`config.mk`:
```
export PLATFORM = sky130hd
export DESIGN_NAME = work_stealing_task_scheduler_top
export DESIGN_NICKNAME = d
export VERILOG_FILES = /design/src/hdl/wss_pkg.sv /design/src/hdl/wss_worker.sv /design/src/hdl/work_stealing_task_scheduler_top.sv
export SDC_FILE = /design/constraint.sdc
export NUM_CORES = 1
export LEC_CHECK = 0
export BUFFER_PORTS_ARGS = -buffer_cell sky130_fd_sc_hd__buf_2
export CORE_MARGIN = 2
export CORE_UTILIZATION = 38
export CTS_CLUSTER_DIAMETER = 50
export DETAILED_ROUTE_END_ITERATION = 16
export PLACE_DENSITY_LB_ADDON = 0.1
export SYNTH_ARGS = -nofsm -noshare
export SYNTH_HDL_FRONTEND = slang
export SYNTH_SLANG_ARGS = --single-unit
```
`constraint.sdc`:
```
create_clock -name i_clk -period 11.25 [get_ports i_clk]
set_input_delay 0 -clock i_clk [delete_from_list [all_inputs] [get_ports i_clk]]
set_output_delay 0 -clock i_clk [all_outputs]
set_load 0.005 [all_outputs]
```
`src/hdl/wss_pkg.sv`:
```
// Package for the work-stealing task scheduler: sizes, item structs,
// deque and worker state types, event codes and helper functions.
// No dependencies; used by wss_worker and the top level.
package wss_pkg;

    localparam int DEQUE_DEPTH = 4;
    localparam int ID_BITS     = 16;
    localparam int TIME_BITS   = 4;
    localparam int NUM_WORKERS = 3;

    localparam int CNT_BITS = $clog2(DEQUE_DEPTH + 1);
    localparam int IDX_BITS = (DEQUE_DEPTH > 1) ? $clog2(DEQUE_DEPTH) : 1;

    localparam logic [CNT_BITS-1:0] DEPTH_CNT = CNT_BITS'(DEQUE_DEPTH);
    localparam logic [19:0]         TIME_MAX  = 20'((64'd1 << TIME_BITS) - 64'd1);

    typedef enum logic [2:0] {
        EV_IDLE   = 3'd0,
        EV_WORK   = 3'd1,
        EV_OWN    = 3'd2,
        EV_STEAL1 = 3'd3,
        EV_STEAL2 = 3'd4
    } t_event;

    typedef struct packed {
        logic       new_task_valid;
        logic [3:0] task_duration;
    } t_in_item;

    typedef struct packed {
        logic [15:0] assigned_id;
        logic        overflow;
        logic [2:0]  worker0_event;
        logic [15:0] worker0_task;
        logic [2:0]  worker1_event;
        logic [15:0] worker1_task;
        logic [2:0]  worker2_event;
        logic [15:0] worker2_task;
        logic [2:0]  depth0;
        logic [2:0]  depth1;
        logic [2:0]  depth2;
    } t_out_item;

    typedef struct packed {
        logic [ID_BITS-1:0]   id;
        logic [TIME_BITS-1:0] dur;
    } t_entry;

    // Front of the deque always sits in slot 0; rear is slot cnt-1.
    typedef struct packed {
        t_entry [DEQUE_DEPTH-1:0] slot;
        logic [CNT_BITS-1:0]      cnt;
    } t_deque;

    typedef struct packed {
        logic [TIME_BITS-1:0] rem;
        logic [ID_BITS-1:0]   run_id;
        logic                 run_vld;
    } t_wstate;

    function automatic t_entry deque_rear(input t_deque d);
        logic [CNT_BITS-1:0] k;
        k = d.cnt - CNT_BITS'(1);
        return d.slot[k[IDX_BITS-1:0]];
    endfunction

    function automatic logic [15:0] id_out(input logic [ID_BITS-1:0] id);
        logic [ID_BITS+15:0] ext;
        ext = {16'b0, id};
        return ext[15:0];
    endfunction

    function automatic logic [2:0] cnt_out(input logic [CNT_BITS-1:0] c);
        logic [CNT_BITS+2:0] ext;
        ext = {3'b0, c};
        return ext[2:0];
    endfunction

    // Clamp the 4-bit duration to the largest value TIME_BITS can hold.
    function automatic logic [TIME_BITS-1:0] sat_dur(input logic [3:0] d);
        logic [19:0] ext;
        ext = {16'b0, d};
        if (ext > TIME_MAX) begin
            return '1;
        end
        return ext[TIME_BITS-1:0];
    endfunction

endpackage

```
`src/hdl/wss_worker.sv`:
```
// One worker's action for a tick: count down, pop own front, steal a
// victim's rear, or stay idle. Purely combinational; uses wss_pkg.
module wss_worker (
    input  wss_pkg::t_deque  i_own,
    input  wss_pkg::t_deque  i_va,
    input  wss_pkg::t_deque  i_vb,
    input  wss_pkg::t_wstate i_ws_own,
    input  wss_pkg::t_wstate i_ws_va,
    input  wss_pkg::t_wstate i_ws_vb,
    output wss_pkg::t_deque  o_own,
    output wss_pkg::t_deque  o_va,
    output wss_pkg::t_deque  o_vb,
    output wss_pkg::t_wstate o_ws,
    output wss_pkg::t_event  o_event
);

    wss_pkg::t_entry rear_a;
    wss_pkg::t_entry rear_b;
    logic            may_a;
    logic            may_b;

    // A victim blocks the steal if it is empty or its rear is the task it runs.
    assign rear_a = wss_pkg::deque_rear(i_va);
    assign rear_b = wss_pkg::deque_rear(i_vb);
    assign may_a  = (i_va.cnt != '0) && !(i_ws_va.run_vld && rear_a.id == i_ws_va.run_id);
    assign may_b  = (i_vb.cnt != '0) && !(i_ws_vb.run_vld && rear_b.id == i_ws_vb.run_id);

    always_comb begin
        o_own   = i_own;
        o_va    = i_va;
        o_vb    = i_vb;
        o_ws    = i_ws_own;
        o_event = wss_pkg::EV_IDLE;
        if (i_ws_own.rem != '0) begin
            o_ws.rem = i_ws_own.rem - wss_pkg::TIME_BITS'(1);
            o_event  = wss_pkg::EV_WORK;
        end else if (i_own.cnt != '0) begin
            o_ws.run_id  = i_own.slot[0].id;
            o_ws.rem     = i_own.slot[0].dur;
            o_ws.run_vld = 1'b1;
            for (int i = 0; i < wss_pkg::DEQUE_DEPTH - 1; i++) begin
                o_own.slot[i] = i_own.slot[i+1];
            end
            o_own.cnt = i_own.cnt - wss_pkg::CNT_BITS'(1);
            o_event   = wss_pkg::EV_OWN;
        end else if (may_a) begin
            o_ws.run_id  = rear_a.id;
            o_ws.rem     = rear_a.dur;
            o_ws.run_vld = 1'b1;
            o_va.cnt     = i_va.cnt - wss_pkg::CNT_BITS'(1);
            o_event      = wss_pkg::EV_STEAL1;
        end else if (may_b) begin
            o_ws.run_id  = rear_b.id;
            o_ws.rem     = rear_b.dur;
            o_ws.run_vld = 1'b1;
            o_vb.cnt     = i_vb.cnt - wss_pkg::CNT_BITS'(1);
            o_event      = wss_pkg::EV_STEAL2;
        end
    end

endmodule

```
`src/hdl/work_stealing_task_scheduler_top.sv`:
```
// Work-stealing scheduler top level: input register, one tick of logic
// (push to deque 0, then workers 0, 1, 2 in a chain), result register.
// Throughput: one item per cycle while the result register is taken, set by the
// combinational chain push -> worker0 -> worker1 -> worker2.
// Reset (i_rst_n low, synchronous): all deques empty, workers idle with no
// running task, id counter at zero, both pipeline registers empty.
module work_stealing_task_scheduler_top (
    input  logic                i_clk,
    input  logic                i_rst_n,
    input  logic                i_in_valid,
    output logic                o_in_ready,
    input  wss_pkg::t_in_item   i_in_item,
    output logic                o_out_valid,
    input  logic                i_out_ready,
    output wss_pkg::t_out_item  o_out_item
);

    // Pipeline registers
    logic                r_in_vld;
    wss_pkg::t_in_item   r_in;
    logic                r_out_vld;
    wss_pkg::t_out_item  r_out;
    logic                fire;

    // Scheduler state: entry slots carry no reset, counts and workers do
    wss_pkg::t_entry [wss_pkg::DEQUE_DEPTH-1:0] r_slot [wss_pkg::NUM_WORKERS];
    logic [wss_pkg::CNT_BITS-1:0]               r_cnt  [wss_pkg::NUM_WORKERS];
    wss_pkg::t_wstate                           r_ws   [wss_pkg::NUM_WORKERS];
    logic [wss_pkg::ID_BITS-1:0]                r_next_id;

    logic [wss_pkg::ID_BITS-1:0] n_next_id;
    wss_pkg::t_out_item          n_out;
    logic                        ovf;

    wss_pkg::t_deque  dq1_in, dq2_in, dq0_push;
    wss_pkg::t_deque  a_own, a_va, a_vb;
    wss_pkg::t_deque  b_own, b_va, b_vb;
    wss_pkg::t_deque  c_own, c_va, c_vb;
    wss_pkg::t_wstate ws0_n, ws1_n, ws2_n;
    wss_pkg::t_event  ev0, ev1, ev2;

    // Process the held item when the result register is free or draining;
    // take a new item whenever the input register is empty or empties this cycle.
    assign fire       = r_in_vld && (!r_out_vld || i_out_ready);
    assign o_in_ready = !r_in_vld || fire;

    always_ff @(posedge i_clk) begin
        if (!i_rst_n) begin
            r_in_vld <= 1'b0;
        end else if (o_in_ready) begin
            r_in_vld <= i_in_valid;
        end
    end

    always_ff @(posedge i_clk) begin
        if (o_in_ready && i_in_valid) begin
            r_in <= i_in_item;
        end
    end

    // Push stage: append the new task to the rear of deque 0, or drop it
    assign dq1_in = '{slot: r_slot[1], cnt: r_cnt[1]};
    assign dq2_in = '{slot: r_slot[2], cnt: r_cnt[2]};

    always_comb begin
        dq0_push  = '{slot: r_slot[0], cnt: r_cnt[0]};
        n_next_id = r_next_id;
        ovf       = 1'b0;
        if (r_in.new_task_valid) begin
            if (r_cnt[0] >= wss_pkg::DEPTH_CNT) begin
                ovf = 1'b1;
            end else begin
                dq0_push.slot[r_cnt[0][wss_pkg::IDX_BITS-1:0]] =
                    '{id: r_next_id, dur: wss_pkg::sat_dur(r_in.task_duration)};
                dq0_push.cnt = r_cnt[0] + wss_pkg::CNT_BITS'(1);
                n_next_id    = r_next_id + wss_pkg::ID_BITS'(1);
            end
        end
    end

    // Worker 0: victims 1 then 2
    wss_worker u_worker0 (
        .i_own    (dq0_push),
        .i_va     (dq1_in),
        .i_vb     (dq2_in),
        .i_ws_own (r_ws[0]),
        .i_ws_va  (r_ws[1]),
        .i_ws_vb  (r_ws[2]),
        .o_own    (a_own),
        .o_va     (a_va),
        .o_vb     (a_vb),
        .o_ws     (ws0_n),
        .o_event  (ev0)
    );

    // Worker 1: victims 0 then 2, sees worker 0's updates
    wss_worker u_worker1 (
        .i_own    (a_va),
        .i_va     (a_own),
        .i_vb     (a_vb),
        .i_ws_own (r_ws[1]),
        .i_ws_va  (ws0_n),
        .i_ws_vb  (r_ws[2]),
        .o_own    (b_own),
        .o_va     (b_va),
        .o_vb     (b_vb),
        .o_ws     (ws1_n),
        .o_event  (ev1)
    );

    // Worker 2: victims 0 then 1
    wss_worker u_worker2 (
        .i_own    (b_vb),
        .i_va     (b_va),
        .i_vb     (b_own),
        .i_ws_own (r_ws[2]),
        .i_ws_va  (ws0_n),
        .i_ws_vb  (ws1_n),
        .o_own    (c_own),
        .o_va     (c_va),
        .o_vb     (c_vb),
        .o_ws     (ws2_n),
        .o_event  (ev2)
    );

    // Assemble the result item; a task id shows only when the worker is active
    always_comb begin
        n_out.assigned_id   = wss_pkg::id_out(r_next_id);
        n_out.overflow      = ovf;
        n_out.worker0_event = ev0;
        n_out.worker0_task  = (ev0 != wss_pkg::EV_IDLE) ? wss_pkg::id_out(ws0_n.run_id) : '0;
        n_out.worker1_event = ev1;
        n_out.worker1_task  = (ev1 != wss_pkg::EV_IDLE) ? wss_pkg::id_out(ws1_n.run_id) : '0;
        n_out.worker2_event = ev2;
        n_out.worker2_task  = (ev2 != wss_pkg::EV_IDLE) ? wss_pkg::id_out(ws2_n.run_id) : '0;
        n_out.depth0        = wss_pkg::cnt_out(c_va.cnt);
        n_out.depth1        = wss_pkg::cnt_out(c_vb.cnt);
        n_out.depth2        = wss_pkg::cnt_out(c_own.cnt);
    end

    // Commit control state on each processed item
    always_ff @(posedge i_clk) begin
        if (!i_rst_n) begin
            r_next_id <= '0;
            for (int w = 0; w < wss_pkg::NUM_WORKERS; w++) begin
                r_cnt[w] <= '0;
                r_ws[w]  <= '0;
            end
        end else if (fire) begin
            r_next_id <= n_next_id;
            r_cnt[0]  <= c_va.cnt;
            r_cnt[1]  <= c_vb.cnt;
            r_cnt[2]  <= c_own.cnt;
            r_ws[0]   <= ws0_n;
            r_ws[1]   <= ws1_n;
            r_ws[2]   <= ws2_n;
        end
    end

    // Entry slots hold payload only
    always_ff @(posedge i_clk) begin
        if (fire) begin
            r_slot[0] <= c_va.slot;
            r_slot[1] <= c_vb.slot;
            r_slot[2] <= c_own.slot;
        end
    end

    // Result register: hold until taken, refill on each processed item
    always_ff @(posedge i_clk) begin
        if (!i_rst_n) begin
            r_out_vld <= 1'b0;
        end else if (fire) begin
            r_out_vld <= 1'b1;
        end else if (i_out_ready) begin
            r_out_vld <= 1'b0;
        end
    end

    always_ff @(posedge i_clk) begin
        if (fire) begin
            r_out <= n_out;
        end
    end

    assign o_out_valid = r_out_vld;
    assign o_out_item  = r_out;

    // Deques never hold more than their depth
    a_cnt_bound: assert property (@(posedge i_clk) disable iff (!i_rst_n)
        r_cnt[0] <= wss_pkg::DEPTH_CNT && r_cnt[1] <= wss_pkg::DEPTH_CNT &&
        r_cnt[2] <= wss_pkg::DEPTH_CNT)
        else $error("deque count above depth");

    // Overflow only when deque 0 was full at push time
    a_ovf_full: assert property (@(posedge i_clk) disable iff (!i_rst_n)
        fire && n_out.overflow |-> r_cnt[0] == wss_pkg::DEPTH_CNT)
        else $error("overflow raised with room in deque 0");

    // Id counter moves only on a processed item
    a_id_stable: assert property (@(posedge i_clk) disable iff (!i_rst_n)
        !fire |=> $stable(r_next_id))
        else $error("id counter changed without an item");

    // Worker 0 reports busy only while it had time left
    a_work_rem: assert property (@(posedge i_clk) disable iff (!i_rst_n)
        fire && n_out.worker0_event == wss_pkg::EV_WORK |-> r_ws[0].rem != '0)
        else $error("worker 0 busy with no time left");

    // A processed item always lands in the result register
    a_out_load: assert property (@(posedge i_clk) disable iff (!i_rst_n)
        fire |=> r_out_vld)
        else $error("result lost");

endmodule
```
* Word level (Yosys, flattened, before mapping) *
Memories as Yosys holds them, arrays and structs flattened.
Index checks and enable logic that the tools add are counted.

storage, ports and cells
  register bits = 106
  bits in writable memories = 312
  bits of input ports = 9
  output and inout port bits = 85
  logic and storage cells = 182
  memories kept = 3

operators by class
  add/sub/neg operators = 14
  $lt $le $gt $ge = 9
  eq/ne operators = 6
  multiplexer cells = 85
  bitwise operators = 7
  reduce and logical (&&, ||, !) cells = 42

memories
  memory  words  bits a word  read ports  clocked after memory_dff  wr ports  line                                    text
  r_slot  3      80           3           0                         3         work_stealing_task_scheduler_top.sv:26  wss_pkg::t_entry [wss_pkg::DEQUE_DEPTH-1:0] r_slot [wss_pkg::NUM_WORKERS];
  r_ws    3      21           3           0                         3         work_stealing_task_scheduler_top.sv:28  wss_pkg::t_wstate r_ws [wss_pkg::NUM_WORKERS];
  r_cnt   3      3            3           0                         3         work_stealing_task_scheduler_top.sv:27  logic [wss_pkg::CNT_BITS-1:0] r_cnt [wss_pkg::NUM_WORKERS];

operators by type and width
  operator                                                     number
  2-to-1 mux 63 bit                                            6
  2-to-1 mux 21 bit                                            12
  binary-select mux 20 bit (select 2 bit)                      6
  2-to-1 mux 83 bit                                            2
  2-to-1 mux 20 bit                                            7
  2-to-1 mux 3 bit                                             36
  == test 16 bit                                               6
  bitwise mux 80 bit                                           1
  2-to-1 mux 17 bit                                            3
  demux 20 bit (select 2 bit)                                  1
  nonzero test 3 bit                                           12
  subtractor 3 x 1 -> 3 bit (second input constant)            9
  less-than comparator 2 x 3 -> 1 bit (second input constant)  7
  adder 16 x 1 -> 16 bit (second input constant)               1
  logical AND 1 bit                                            15
  2-to-1 mux 4 bit                                             3
  nonzero test 4 bit                                           3
  subtractor 4 x 1 -> 4 bit (second input constant)            3
  logical NOT 1 bit                                            8
  2-to-1 mux 1 bit                                             8
  bitwise OR 1 bit                                             6
  adder 3 x 1 -> 3 bit (second input constant)                 1
  greater-or-equal comparator 3 bit (second input constant)    1
  AND reduction 3 bit                                          1
  other kinds (4)                                              5

* Longest topological paths before layout *
  depth after elaboration = 31
  gate-level depth with buffers = 42

* By module *
A second synthesis with hierarchy kept.

unflattened totals
  cell total of the unflattened synthesis = 2352
  area total of the unflattened synthesis = 28738.8 um^2

modules (own cells, without submodules)
  module                            instances  cells an instance  area each (um^2)  sequential area each (um^2)
  work_stealing_task_scheduler_top  1          765                14828.0           12371.9
  wss_worker                        3          529                4636.9            0.0

* Least setup slack after synthesis *
Ideal clock, no wire load.

  path kind = reg-to-reg
  start point = memory r_cnt[0][3] (netlist name)
  end point = register r_out (netlist bit o_out_item[15]), data pin
  library setup time = 167 ps
  arrival time = 8890 ps
  required time = 11083 ps
  path slack = 2193 ps
  stages on the path, launching flop included = 40
  buffers on the path = 10
  period minus slack after synthesis = 9057 ps
  path through = edfxtp_1 -> inv_2 -> clkbuf_1 -> ha_1 -> buf_6 -> mux2_4 -> or2_2 -> a32oi_1 -> and4_1 -> o2111a_2 -> buf_4 -> nor3_1 -> or2_2 -> clkbuf_1 -> inv_1 -> buf_2 -> clkbuf_1 -> ha_1 -> [4 not listed] -> clkbuf_1 -> mux2_2 -> ha_1 -> and2_1 -> nor2_1 -> clkbuf_1 -> clkbuf_1 -> a22oi_1 -> o21ai_0 -> inv_1 -> o2111ai_1 -> o32ai_1 -> a2111oi_0 -> nand4_1 -> o31ai_4 -> mux2_2 -> o221a_1 -> a211oi_1

RTL lines
  element                 line                                     text
  start: declaration      work_stealing_task_scheduler_top.sv:27
  end signal: assignment  work_stealing_task_scheduler_top.sv:182  r_out <= n_out;
  end: declaration        work_stealing_task_scheduler_top.sv:22   wss_pkg::t_out_item r_out;

==> results.cfg <==
[synth]
synth-edff-count = 300
ys_seq_area_share_pct = 43.72
ys_seq_elements = 318
synth_mux_area_share_pct = 7.339
yosys-top-cells-count = nand2_1, edfxtp_1, nor2_1
synthesis.nets = 2349
synth.most_common_cell = nand2_1
synth_area_sq_um = 21430
yosysUniqueCellTypes = 107
synthFlopType = edfxtp_1
synthTopCellsByArea = edfxtp_1, nand2_1, mux2i_1, nor2_1, a21oi_1
yosysWarnings = 0
synthSimpleGateAreaFrac_pct = 18.75
synth.avg_cell_area_sq_um = 9.285
yosysTopAreaCellShare_pct = 42.04
synth_fa_ha_area_share_pct = 1.868
synth_area_leader_cell = edfxtp_1
async_flop_share_pct = 0
synth_top_family_by_area = compound AO/OA/AOI/OAI gates
netlist_instances = 2308
synth_xor_area_share_pct = 2.446
synth_compound_area_share_pct = 21.12

[sta]
fin_crit_ps = 10420
finClkSkew_ps = 40.42
fin_ws_ps = 829.0
period_share_pct = 92.63
clock.fmax_mhz = 95.96
max_slew_margin_pct = 22.83
finalMaxSlewViolations = 0
setup_viol = 0
worst_pin_slew_ps = 1152
finalHoldWorstSlack_ps = 93.22
hold_viol_final = 0
tns_ps = 0
rsz0062_at_grt = false

[power]
totalPowerFinal_mw = 4.920
clockPowerShare_pct = 30.7
p_int_mw = 2.936
pwr-share-seq_pct = 30.2
p_switching_mw = 1.984
sw_frac_of_total_pct = 40.32
power.density_nw_per_um2 = 199.2
p_leak_nw = 9.483
vdd.ir_drop.worst_v = 0.0001255
combPwrFrac_pct = 39.1

[critical_path]
endpoint = o_out_item[10]
critical-path-top-delay-family = compound AO/OA/AOI/OAI gates
rrSetupSlack_ps = 830
r2r-end = o_out_item[10]
crit_required_ps = 11650
cp_data_arrival_time_ps = 10820
cp.depth = 26
crit_type = register to register
endpoint_kind = register
r2r.worst_path.cells = 26
crit_path_max_fanout = 31
r2r_start = r_cnt[0][2]
cp-startpoint = r_cnt[0][2]
max_stage_delay_ps = 1110
crit_slowest_cell = or4b_2
cp.buffers_inverters = 2
worstSetupStartpointType = register

[outcome]
status = complete, no violations

[die]
io_pins = 94
die_area_sq_um = 58310
die_x_um = 241.5
coreArea_sq_um = 56060
rows = 87
die_h_um = 241.5
initial_core_util_pct = 38.23

[drt]
dr_total_vias = 19940
wire_per_inst_um = 30.35
postRouteAntennaNets = 0
drt-initial-drc-count = 1923
viasPerCell = 6.209
drt_first_pass_iters = 6
finalWirelength_um = 97500
drcViolationCount = 0

[cts]
cts_tree = yes
cts_sinks = 318
clk_pin_slew_ps = 60
clkLatencyLatePin_ps = 620
clock_path_buffers = 3
cts_inserted_buffers = 47
post_cts_buffers = 0
root_buffer = clkbuf_16
h-tree-depth = 2

[min_path]
hp-class = input pin to register

[placement]
dp_hpwl_um = 74530
place_inst = 3114
pre_cts_ws_ps = 742.0
numPortBuffers = 93
routabilityCongestion = 1.023

[cells_and_area]
syn2layout_area_growth_pct = 15.26
fin_cells = 3212
nNetsFinal = 2459
drive_gt1_share_pct = 15.40

[global_routing]
grt_util_all_layers_pct = 33.38
grt_overflow_total = 0
grt_pass1_vias = 18920
antenna_found_initial = 5
grt_pass1_wl_um = 138600
grt_start_max_net_pins = 113

[run]
drv_cap = 0
[final cells by class]
type | instances | area, sq um
Tap cell | 756 | 945.9
Clock buffer | 56 | 1230
Fill cell | 5508 | 31360
Multi-Input combinational cell | 1752 | 11100
Clock inverter | 30 | 354.1
Sequential cell | 318 | 9369
Antenna cell | 1 | 2.502
Inverter | 93 | 356.6
Timing Repair Buffer | 206 | 1341
[worst min-delay path by stage]
stage                   end  cells after the start          from
floorplan           r_in[0]                      0  i_in_item[0]
global placement    r_in[1]                      1  i_in_item[1]
detailed placement  r_in[2]                      1  i_in_item[2]
CTS                 r_in[2]                      2  i_in_item[2]
global route        r_in[0]                      2  i_in_item[0]
finish              r_in[0]                      2  i_in_item[0]
[sequential cells by signal (all words and copies together), names as in the netlist]
name	count
r_ws	63
r_slot	140
o_out_item	83
r_in_vld	1
r_next_id	16
r_cnt	9
o_out_valid	1
r_in	5
[cell usage in the layout, fill, tap and decap left out, types with 14 or more instances in the layout]
cell type,netlist,final
nand2_1,370,367
edfxtp_1,300,300
nor2_1,203,202
a21oi_1,130,130
o21ai_0,121,121
buf_4,13,102
mux2i_1,98,98
buf_2,27,93
inv_1,91,90
and2_1,62,62
o22ai_1,53,53
clkbuf_16,0,47
xnor2_1,44,44
nor3_1,37,36
mux2_2,36,36
a22oi_1,33,33
nand3_1,33,33
ha_1,32,32
a211oi_1,27,26
o211ai_1,24,24
a31oi_1,23,23
and3_1,22,22
a221o_1,20,20
o31ai_1,19,19
dfxtp_1,18,18
nor2b_1,18,17
nand4_1,17,17
or2_2,15,15
o21a_1,15,15
xor2_1,14,14
a22o_1,14,14
a221oi_1,14,14
[layer usage]
layer / vias up / GRT usage, % / wire length, um / part of all wire, %
met3: 232 / 5.583 / 6727 / 6.9
met2: 986 / 54.04 / 45010 / 46
met4: 8 / 17.36 / 5785 / 5.9
met1: 9849 / 42.93 / 39930 / 41
li1: 8868 / - / - / -
met5: - / 0 / 47 / 0.048
[cell families (layout without fill, tap and decap cells)]
| logic type | count (synthesis) | after routing |
|---|---|---|
| xor gates and xnor gates | 59 | 59 |
| and+or+nand+nor | 861 | 861 |
| DFF | 318 | 318 |
| other | 0 | 1 |
| adders and majority gates | 32 | 32 |
| muxes | 145 | 145 |
| AOI/OAI and AO/OA | 655 | 655 |
| buffers and inverters | 238 | 385 |
[stage by stage]
step	util, %	cell area (sq um)
after global placement	41.03	23000
after CTS	44.05	24690
after floorplan	-	21430
after global routing	44.06	24700
final	44.06	24700
after detailed placement	41.03	23000
[power by group through the flow]
stage	logic, mW	clock network (mW)	registers (mW)
after floorplan	1.12	0	1.49
after detailed placement	1.87	0	1.51
after global placement	1.89	0	1.51
after CTS	1.89	1.54	1.49
final	1.92	1.51	1.49
after global routing	2.03	1.59	1.49
[repair_timing]
action                                  4_1_cts  5_1_grt
hold buffers                                 11        0
gates resized for setup                       0        2
hold endpoints to repair                     27        0
endpoints found under the setup margin        0       24
Power figures use the tool's default switching activity.
